$ cat src/rtl/core/tmsacc_pkg.sv
`timescale 1ns / 1ps

package tmsacc_pkg;

   // Field widths
   localparam int TICK_W = 32;
   localparam int TPM_W  = 31;
   localparam int MS_W   = 32;
   localparam int CNT_W  = $clog2(TICK_W);

   // Divisor after reset
   localparam logic [TPM_W-1:0] TPM_RESET = TPM_W'(1000);

   // Last divide step index
   localparam logic [CNT_W-1:0] CNT_LAST = CNT_W'(TICK_W - 1);

   typedef enum logic [2:0] {
      ST_IDLE,
      ST_DIVIDE,
      ST_ACCUM,
      ST_WRAP,
      ST_PUBLISH
   } state_type;

   // Controller to datapath commands
   typedef struct packed {
      logic load;
      logic step;
      logic accum;
      logic wrap;
      logic publish;
   } cmd_type;

   // Datapath to controller status
   typedef struct packed {
      logic div_zero;
      logic div_last;
      logic out_busy;
   } status_type;

endpackage

$ cat src/rtl/core/tick_to_ms_accumulator_core.sv
`timescale 1ns / 1ps

// Tick to millisecond accumulator.
// req_ beats carry the timer ticks elapsed since the previous beat. Each is
// divided by the ticks-per-millisecond register; the quotient is added to a
// running millisecond count (wraps at 2^32) and the remainder to a kept tick
// residue, which folds one divisor back into a millisecond when it reaches it.
// Every req_ beat yields one rsp_ beat with the updated count and residue.
// A zero divisor leaves both counts untouched and reports them as they stand.
// csr_ writes the 31-bit divisor; it is always ready. The user must ensure it is
// written only while the block is idle; the block does not enforce this.
// From req_ accept to rsp_valid an item passes 32 divide steps at one
// quotient bit per cycle, then accumulate, fold and publish; with a zero
// divisor it goes from the accept straight to publish. One item is in flight
// at a time and the accept takes an idle cycle of its own, so a new req_ beat
// is taken only once the last item has been published.
// The result sits in an output register: a new req_ beat is taken while it
// waits, and a stalled receiver only holds the next item at its publish step.
// Reset clears both counts, the output valid and loads a divisor of 1000.
module tick_to_ms_accumulator_core (
   input  logic                          clock,
   input  logic                          reset,
   input  logic                          csr_valid,
   output logic                          csr_ready,
   input  logic [tmsacc_pkg::TPM_W-1:0]  csr_ticks_per_milli,
   input  logic                          req_valid,
   output logic                          req_ready,
   input  logic [tmsacc_pkg::TICK_W-1:0] req_elapsed_ticks,
   output logic                          rsp_valid,
   input  logic                          rsp_ready,
   output logic [tmsacc_pkg::MS_W-1:0]   rsp_millis_now,
   output logic [tmsacc_pkg::MS_W-1:0]   rsp_leftover_ticks
);
   import tmsacc_pkg::*;

   cmd_type    cmd;
   status_type status;

   tmsacc_ctrl u_ctrl (
      .clock     (clock),
      .reset     (reset),
      .req_valid (req_valid),
      .req_ready (req_ready),
      .status    (status),
      .cmd       (cmd)
   );

   tmsacc_dpath u_dpath (
      .clock               (clock),
      .reset               (reset),
      .csr_valid           (csr_valid),
      .csr_ready           (csr_ready),
      .csr_ticks_per_milli (csr_ticks_per_milli),
      .req_elapsed_ticks   (req_elapsed_ticks),
      .rsp_valid           (rsp_valid),
      .rsp_ready           (rsp_ready),
      .rsp_millis_now      (rsp_millis_now),
      .rsp_leftover_ticks  (rsp_leftover_ticks),
      .cmd                 (cmd),
      .status              (status)
   );

endmodule

$ cat src/rtl/core/tmsacc_ctrl.sv
`timescale 1ns / 1ps

module tmsacc_ctrl (
   input  logic                   clock,
   input  logic                   reset,
   input  logic                   req_valid,
   output logic                   req_ready,
   input  tmsacc_pkg::status_type status,
   output tmsacc_pkg::cmd_type    cmd
);
   import tmsacc_pkg::*;

   state_type state_ff;
   state_type state_in;
   logic      accept;

   assign accept = req_valid && (state_ff == ST_IDLE);

   // Hold the state
   always_ff @(posedge clock) begin
      if (reset) begin
         state_ff <= ST_IDLE;
      end else begin
         state_ff <= state_in;
      end
   end

   // Advance through divide, accumulate, wrap and publish; a zero divisor skips to publish
   always_comb begin
      state_in = state_ff;
      unique case (state_ff)
         ST_IDLE: begin
            if (accept) begin
               state_in = status.div_zero ? ST_PUBLISH : ST_DIVIDE;
            end
         end
         ST_DIVIDE: begin
            if (status.div_last) begin
               state_in = ST_ACCUM;
            end
         end
         ST_ACCUM: begin
            state_in = ST_WRAP;
         end
         ST_WRAP: begin
            state_in = ST_PUBLISH;
         end
         ST_PUBLISH: begin
            if (!status.out_busy) begin
               state_in = ST_IDLE;
            end
         end
         default: begin
            state_in = ST_IDLE;
         end
      endcase
   end

   // Drive commands from the current state
   always_comb begin
      req_ready   = 1'b0;
      cmd         = '0;
      unique case (state_ff)
         ST_IDLE: begin
            req_ready = 1'b1;
            cmd.load  = accept;
         end
         ST_DIVIDE: begin
            cmd.step = 1'b1;
         end
         ST_ACCUM: begin
            cmd.accum = 1'b1;
         end
         ST_WRAP: begin
            cmd.wrap = 1'b1;
         end
         ST_PUBLISH: begin
            cmd.publish = !status.out_busy;
         end
         default: begin
            cmd = '0;
         end
      endcase
   end

endmodule

$ cat src/rtl/core/tmsacc_dpath.sv
`timescale 1ns / 1ps

module tmsacc_dpath (
   input  logic                          clock,
   input  logic                          reset,
   input  logic                          csr_valid,
   output logic                          csr_ready,
   input  logic [tmsacc_pkg::TPM_W-1:0]  csr_ticks_per_milli,
   input  logic [tmsacc_pkg::TICK_W-1:0] req_elapsed_ticks,
   output logic                          rsp_valid,
   input  logic                          rsp_ready,
   output logic [tmsacc_pkg::MS_W-1:0]   rsp_millis_now,
   output logic [tmsacc_pkg::MS_W-1:0]   rsp_leftover_ticks,
   input  tmsacc_pkg::cmd_type           cmd,
   output tmsacc_pkg::status_type        status
);
   import tmsacc_pkg::*;

   logic [TPM_W-1:0]  tpm_ff;
   logic [MS_W-1:0]   millis_ff;
   logic [MS_W-1:0]   residue_ff;
   logic [TICK_W-1:0] rem_ff;
   logic [TICK_W-1:0] rem_in;
   logic [TICK_W-1:0] quo_ff;
   logic [TICK_W-1:0] quo_in;
   logic [CNT_W-1:0]  cnt_ff;
   logic              rsp_valid_ff;
   logic [MS_W-1:0]   rsp_millis_ff;
   logic [MS_W-1:0]   rsp_left_ff;

   logic [TICK_W-1:0] divisor;
   logic [TICK_W-1:0] trial;
   logic              fits;
   logic              wrap_hit;

   assign csr_ready = 1'b1;
   assign divisor   = {1'b0, tpm_ff};

   // Hold the divisor register
   always_ff @(posedge clock) begin
      if (reset) begin
         tpm_ff <= TPM_RESET;
      end else if (csr_valid) begin
         tpm_ff <= csr_ticks_per_milli;
      end
   end

   // Restoring divide: one quotient bit per step
   always_comb begin
      trial  = {rem_ff[TICK_W-2:0], quo_ff[TICK_W-1]};
      fits   = (trial >= divisor);
      rem_in = fits ? (trial - divisor) : trial;
      quo_in = {quo_ff[TICK_W-2:0], fits};
   end

   always_ff @(posedge clock) begin
      if (cmd.load) begin
         rem_ff <= '0;
         quo_ff <= req_elapsed_ticks;
         cnt_ff <= '0;
      end else if (cmd.step) begin
         rem_ff <= rem_in;
         quo_ff <= quo_in;
         cnt_ff <= cnt_ff + CNT_W'(1);
      end
   end

   assign wrap_hit = (residue_ff >= divisor);

   // Accumulate quotient and remainder, then fold one millisecond back
   always_ff @(posedge clock) begin
      if (reset) begin
         millis_ff  <= '0;
         residue_ff <= '0;
      end else if (cmd.accum) begin
         millis_ff  <= millis_ff + quo_ff;
         residue_ff <= residue_ff + rem_ff;
      end else if (cmd.wrap && wrap_hit) begin
         millis_ff  <= millis_ff + MS_W'(1);
         residue_ff <= residue_ff - divisor;
      end
   end

   // Hold the result beat until the receiver takes it
   always_ff @(posedge clock) begin
      if (reset) begin
         rsp_valid_ff <= 1'b0;
      end else if (cmd.publish) begin
         rsp_valid_ff <= 1'b1;
      end else if (rsp_ready) begin
         rsp_valid_ff <= 1'b0;
      end
   end

   always_ff @(posedge clock) begin
      if (cmd.publish) begin
         rsp_millis_ff <= millis_ff;
         rsp_left_ff   <= residue_ff;
      end
   end

   assign rsp_valid          = rsp_valid_ff;
   assign rsp_millis_now     = rsp_millis_ff;
   assign rsp_leftover_ticks = rsp_left_ff;

   assign status.div_zero = (tpm_ff == '0);
   assign status.div_last = (cnt_ff == CNT_LAST);
   assign status.out_busy = rsp_valid_ff && !rsp_ready;

endmodule
$ cat config.mk
export PLATFORM = sky130hd
export DESIGN_NAME = tick_to_ms_accumulator_core
export DESIGN_NICKNAME = d
export VERILOG_FILES = /design/src/rtl/core/tmsacc_pkg.sv /design/src/rtl/core/tick_to_ms_accumulator_core.sv /design/src/rtl/core/tmsacc_ctrl.sv /design/src/rtl/core/tmsacc_dpath.sv
export SDC_FILE = /design/constraint.sdc
export NUM_CORES = 1
export LEC_CHECK = 0
export ABC_AREA = 1
export BUFFER_PORTS_ARGS = -buffer_cell sky130_fd_sc_hd__buf_2
export CELL_PAD_IN_SITES_DETAIL_PLACEMENT = 1
export CELL_PAD_IN_SITES_GLOBAL_PLACEMENT = 2
export CORE_MARGIN = 2
export CORE_UTILIZATION = 30
export DETAILED_ROUTE_END_ITERATION = 16
export PLACE_DENSITY_LB_ADDON = 0.1
export SYNTH_ARGS = -nofsm -noshare
export SYNTH_HDL_FRONTEND = slang
export SYNTH_HIERARCHICAL = 1
export SYNTH_SLANG_ARGS = --single-unit
$ cat constraint.sdc
create_clock -name clock -period 3.74 [get_ports clock]
set_input_delay 0.187 -clock clock [delete_from_list [all_inputs] [get_ports clock]]
set_output_delay 0.187 -clock clock [all_outputs]
set_load 0.01 [all_outputs]
After elaboration in Yosys (flattened, before gate mapping)
Index checks and enable logic that the tools add are counted.
Storage, ports and cells
  output and inout bits: 67
  flip-flop bits (word level): 232
  input bits: 68
  logic and storage cells: 57
Cells by class
  muxes and demuxes: 20
  eq/ne operators: 8
  magnitude comparators: 2
  $add $sub $neg: 6
  reduce and logical (&&, ||, !) cells: 11
Operator list (count)
  2-to-1 mux 32 bit: 7
  adder 32 bit: 2
  >= comparator 32 x 31 -> 1 bit: 2
  subtractor 32 x 31 -> 32 bit: 2
  adder 32 x 1 -> 32 bit (second input constant): 1
  logical NOT 31 bit: 1
  case mux 3 bit (5 select lines): 1
  2-to-1 mux 3 bit: 4
  2-to-1 mux 1 bit: 8
  == test 3 x 2 -> 1 bit (second input constant): 2
  nonzero test 2 bit: 3
  adder 5 x 1 -> 5 bit (second input constant): 1
  == test 5 bit (second input constant): 1
  != test 2 bit (second input constant): 2
  == test 3 x 1 -> 1 bit (second input constant): 1
  == test 3 bit (second input constant): 1
  logical AND 1 bit: 3
  logical NOT 3 bit: 1
  AND reduction 3 bit: 1
  logical NOT 1 bit: 2
  != test 2 x 1 -> 1 bit (second input constant): 1

Depth between registers and ports, before layout
  word-level depth: 5
  gate-level depth with buffers: 23
  mapped depth without buffers: 20

Hierarchy
The synthesis kept the hierarchy.
Modules (own cells, without submodules)
  tmsacc_dpath: sequential area each 5545.3 µm², cells each 2942, area an instance 18433.9 µm², instances 1
  tmsacc_ctrl: sequential area each 60.1 µm², cells each 37, area an instance 212.7 µm², instances 1

Least setup slack after synthesis
OpenSTA, ideal clock, no wires.
  kind: register -> register
  start point: reg u_ctrl.state_ff[1]
  end point: reg u_dpath.rsp_left_ff[0] (netlist: u_dpath/rsp_leftover_ticks[0]), enable pin
  stages on the path, launching flop included: 4
  path buffers: 0
  required time: 3.252 ns
  library setup time: 0.488 ns
  path slack: -0.024 ns
  arrival: 3.276 ns
  clock period less this slack: 3.764 ns
  cells stage by stage: dfxtp_1 -> nor2_2 -> nand2_1 -> nor2_1
RTL lines
  start: declaration: line tmsacc_ctrl.sv:13  | state_type state_ff;
  start signal: assignment: line tmsacc_ctrl.sv:24  | state_ff <= state_in;
  end signal: assignment: line tmsacc_dpath.sv:98  | rsp_left_ff <= residue_ff;
  end: declaration: line tmsacc_dpath.sv:29  | logic [MS_W-1:0] rsp_left_ff;

Final worst setup path
  start point: reg u_dpath.quo_ff[31]
  end point: reg u_dpath.rem_ff[23]
On the way
  longest elaborated chain between the ends: 2
  elaborated cells on any way between the ends: 3
  classes of those cells: add/sub: 1; order compare: 1; mux: 1
Ends and longest elaborated chain
  start: declaration: line tmsacc_dpath.sv:24  | logic [TICK_W-1:0] quo_ff;
  start signal: assignment: line tmsacc_dpath.sv:59  | quo_ff <= req_elapsed_ticks;
  start signal: assignment: line tmsacc_dpath.sv:63  | quo_ff <= quo_in;
  subtractor 32 x 31 -> 32 bit or >= comparator 32 x 31 -> 1 bit (tied branches): line tmsacc_dpath.sv:52, tmsacc_dpath.sv:51
  2-to-1 mux 32 bit *: line tmsacc_dpath.sv:52  | rem_in = fits ? (trial - divisor) : trial;
  end signal: assignment: line tmsacc_dpath.sv:62  | rem_ff <= rem_in;
  end: declaration: line tmsacc_dpath.sv:22  | logic [TICK_W-1:0] rem_ff;
Every way passes the cells marked *; elsewhere a longest branch is shown, timed or not.
A chain may end at the register's enable or synchronous reset.

==> impl_metrics.yaml <==
cells_and_area:
  multi_input_area_mm2: 0.0109
  finish.instance_area_mm2: 0.0220
  nets: 3366
  mostFrequentLayoutCells: "nand2_1, inv_1, nor2_1"
  syn_to_final_growth_pct: 17.7
  regArea_mm2: 0.00561
  drive_gt1_share_pct: 7.49
  postLayoutCoreUtil_pct: 35.6
  final_common_cell: "nand2_1"
  nFillCells: 8040
synth:
  synth_top_family_by_area: "simple AND/OR/NAND/NOR gates"
  synthDistinctLibCells: 47
  synthMuxAreaShare_pct: 0
  postSynth.asyncResetShare_pct: 0
  synth_xor_area_share_pct: 2.02
  synth-edff-count: 96
  syn-num-nets: 3177
  synth_top_flop_cell: "dfxtp_1"
  ys_seq_elements: 232
  syn_inst: 2979
  synth_area_mm2: 0.0186
  synth_compound_area_share_pct: 8.27
  yosys_warnings: 6
  synth_fa_ha_area_share_pct: 8.88
  ys_seq_area_share_pct: 30.1
  avgSynthCellArea_um2: 6.26
  yosys.area_share.simple_pct: 39.2
sta:
  fin_crit_sh_pct: 92.2
  fmax_mhz: 290
  slew-limit-headroom_pct: 24.5
  maxSlewViolCount: 0
  worst_slew_pin_slew_ns: 1.13
  rsz0062_at_grt: "no"
  hold_ws_ns: 0.0547
  setup_tns_ns: 0
  fin_crit_ns: 3.45
  hold_viol: 0
  setup_viol: 0
  fin_skew_ns: 0.0156
critical_path:
  cpPeakStageDelay_ns: 0.49
  end_kind: "flip-flop"
  reg2reg_to: "u_dpath/rem_ff[23]$_SDFFE_PP0P_"
  crit_path_start_kind: "flip-flop"
  r2r_start: "u_dpath/quo_ff[31]$_DFFE_PP_"
  worstSetupPathType: "flip-flop to flip-flop"
  crit_top_cell: "nand2_1"
  r2r_slack_ns: 0.29
  critPathMaxFanout: 54
  reg2regPathDepth: 13
  cp.arrival_ns: 3.94
  cp_cell_sequence: "inv_1 -> ha_1 -> fa_1 -> o21ai_2 -> nand2_1 -> nand2_1 -> nand2_1 -> nand3_1 -> nand2_2 -> nand2_4 -> nand3_1 -> nand3_1 -> nand2_1"
  worst_ep_required_time_ns: 4.23
  slowest_stage: "nand2_4"
global_route:
  grt_max_degree: 92
  grt.total_usage_pct: 24.3
  antenna_found_initial: 1
  grt_pass1_vias: 20000
  grt_overflow: 0
  grt_pass1_wl_um: 119000
drt:
  drt-pass1-iter-count: 5
  ant_nets: 0
  drtIter0Drc: 1036
  via_per_inst: 4.83
  drc: 0
  wl_per_cell_um: 19.3
  wirelength_um: 77700
  vias: 19500
floorplan:
  die_h_um: 253
  rows: 91
  core-area_mm2: 0.0616
  initial_core_util_pct: 30.3
  dieArea_mm2: 0.0642
  die_w_um: 253
  io_pins: 135
clock_tree:
  post_cts_resized: 0
  clkTransAtPathRegs_ns: 0.06
  cts_tree: "built"
  cts.path.max_buffers: 3
  h-tree-depth: 1
  post_cts_buffers: 0
  clock_sinks: 232
  cts_inserted_buffers: 30
  clock_latency_ns: 0.61
  cts_hold_buf: 73
  cts_root_buf: "clkbuf_16"
power_and_ir_drop:
  leakage_nw: 11.8
  powerDensity_mw_per_mm2: 530
  worst_ir_drop_vdd_mv: 0.406
  power_mw: 11.6
status:
  status: "complete, no violations"
placement:
  port_buffers: 133
  dpl_cell_area_mm2: 0.0202
  place.gp.congestion: 0.889
  place_hpwl_um: 62000
job:
  maxCapViolations: 0
hold_path:
  holdPathStages: 3
  hp-start: "csr_valid"
  hold_class: "primary input to flip-flop"
  whs_endpoint: "u_dpath/tpm_ff[0]$_SDFFE_PP0P_"
flip-flops by register name, indices dropped and copies added, names as in the netlist:
signal	flops
u_dpath/quo_ff	32
u_dpath/rsp_millis_now	32
u_dpath/millis_ff	32
u_dpath/cnt_ff	5
u_dpath/rsp_valid	1
u_dpath/tpm_ff	31
u_dpath/residue_ff	32
u_dpath/rem_ff	32
u_ctrl/state_ff	3
u_dpath/rsp_leftover_ticks	32
synthesized netlist by cell type, types with 2 or more instances:
| cell | count | area, µm² |
|---|---|---|
| o22ai_1 | 2 | 12.5 |
| a21oi_2 | 2 | 17.5 |
| a21oi_1 | 145 | 726 |
| nor2_1 | 335 | 1260 |
| a21o_1 | 7 | 52.6 |
| clkbuf_1 | 34 | 128 |
| nand2_4 | 2 | 22.5 |
| edfxtp_1 | 96 | 2880 |
| nand3b_1 | 78 | 586 |
| or2_1 | 10 | 62.6 |
| nand4_1 | 28 | 175 |
| nor2_4 | 2 | 22.5 |
| a31oi_1 | 4 | 25.0 |
| buf_6 | 12 | 135 |
| xor2_1 | 25 | 219 |
| nand2_2 | 5 | 31.3 |
| buf_1 | 6 | 22.5 |
| inv_2 | 7 | 26.3 |
| xnor2_1 | 18 | 158 |
| nor4_1 | 7 | 43.8 |
| or2_2 | 8 | 50.1 |
| dfxtp_1 | 136 | 2720 |
| buf_2 | 7 | 35.0 |
| a21boi_0 | 2 | 15.0 |
| nand2_1 | 1065 | 4000 |
| fa_1 | 4 | 80.1 |
| buf_4 | 5 | 37.5 |
| ha_1 | 126 | 1580 |
| nand3_1 | 167 | 836 |
| nor3_1 | 28 | 140 |
| inv_1 | 466 | 1750 |
| o21ai_0 | 92 | 460 |
| o21bai_1 | 17 | 128 |
| and2_1 | 6 | 37.5 |
| o21ai_1 | 7 | 35.0 |
| nor2_2 | 3 | 18.8 |
| o21a_1 | 3 | 22.5 |
| or2_0 | 3 | 18.8 |
worst max-delay path by stage:
stage                                    start                            endpoint  slack [ns]
2_1_floorplan  u_ctrl/state_ff[2]$_SDFFE_PP0P_  u_dpath/millis_ff[26]$_SDFFE_PP0P_        0.61
4_1_cts           u_dpath/quo_ff[31]$_DFFE_PP_     u_dpath/rem_ff[23]$_SDFFE_PP0P_        0.35
3_3_place_gp      u_dpath/quo_ff[31]$_DFFE_PP_     u_dpath/rem_ff[23]$_SDFFE_PP0P_        0.35
5_1_grt           u_dpath/quo_ff[31]$_DFFE_PP_     u_dpath/rem_ff[23]$_SDFFE_PP0P_        0.18
3_5_place_dp      u_dpath/quo_ff[31]$_DFFE_PP_     u_dpath/rem_ff[23]$_SDFFE_PP0P_        0.36
6_report          u_dpath/quo_ff[31]$_DFFE_PP_     u_dpath/rem_ff[23]$_SDFFE_PP0P_        0.29
area by class of cell:
class | count | share of cell area, %
antenna | 1 | 0.0114
tap | 837 | 4.77
clock inverter | 23 | 1.21
clock buffer | 33 | 3.61
sequential | 232 | 25.5
multi-input combinational | 2209 | 49.7
timing repair buffer | 222 | 7.08
inverter | 473 | 8.09
worst max-delay path: cells and delay by family, from the launching register on:
| family | cells | cell delay [ns] |
|---|---|---|
| buffers and inverters | 1 | 0.15 |
| adders and majority gates | 2 | 0.67 |
| AOI/OAI and AO/OA | 1 | 0.29 |
| DFF | 1 | 0.41 |
| and+or+nand+nor | 9 | 1.75 |
logic make-up (layout without fill, tap and decap cells):
kind of cell / after synthesis / count (layout)
XOR/XNOR: 43 / 43
flip-flops: 232 / 232
AO/OA/AOI/OAI: 286 / 286
buffers and inverters: 538 / 751
adder cells (fa/ha/maj): 130 / 130
other: 1 / 2
AND/OR/NAND/NOR: 1749 / 1749
where the power goes:
group / internal, mW / total [mW] / switching, mW
combinational: 1.63 / 4.90 / 3.27
clock: 1.87 / 3.15 / 1.28
sequential: 3.08 / 3.59 / 0.515
total: 6.58 / 11.6 / 5.07
stage by stage:
stage | worst slack (ns) | cells
2_1_floorplan | 0.614 | 2979
3_3_place_gp | 0.354 | 3900
3_5_place_dp | 0.364 | 3900
4_1_cts | 0.353 | 4029
5_1_grt | 0.182 | 4029
6_report | 0.290 | 4030
routing by layer:
metal | wire, µm | GRT usage [%]
met1 | 38900 | 35.0
met2 | 35100 | 40.1
met3 | 2730 | 1.87
met4 | 1010 | 3.99
met5 | 0 | 0
No activity file was read; power rests on OpenSTA's default activity.
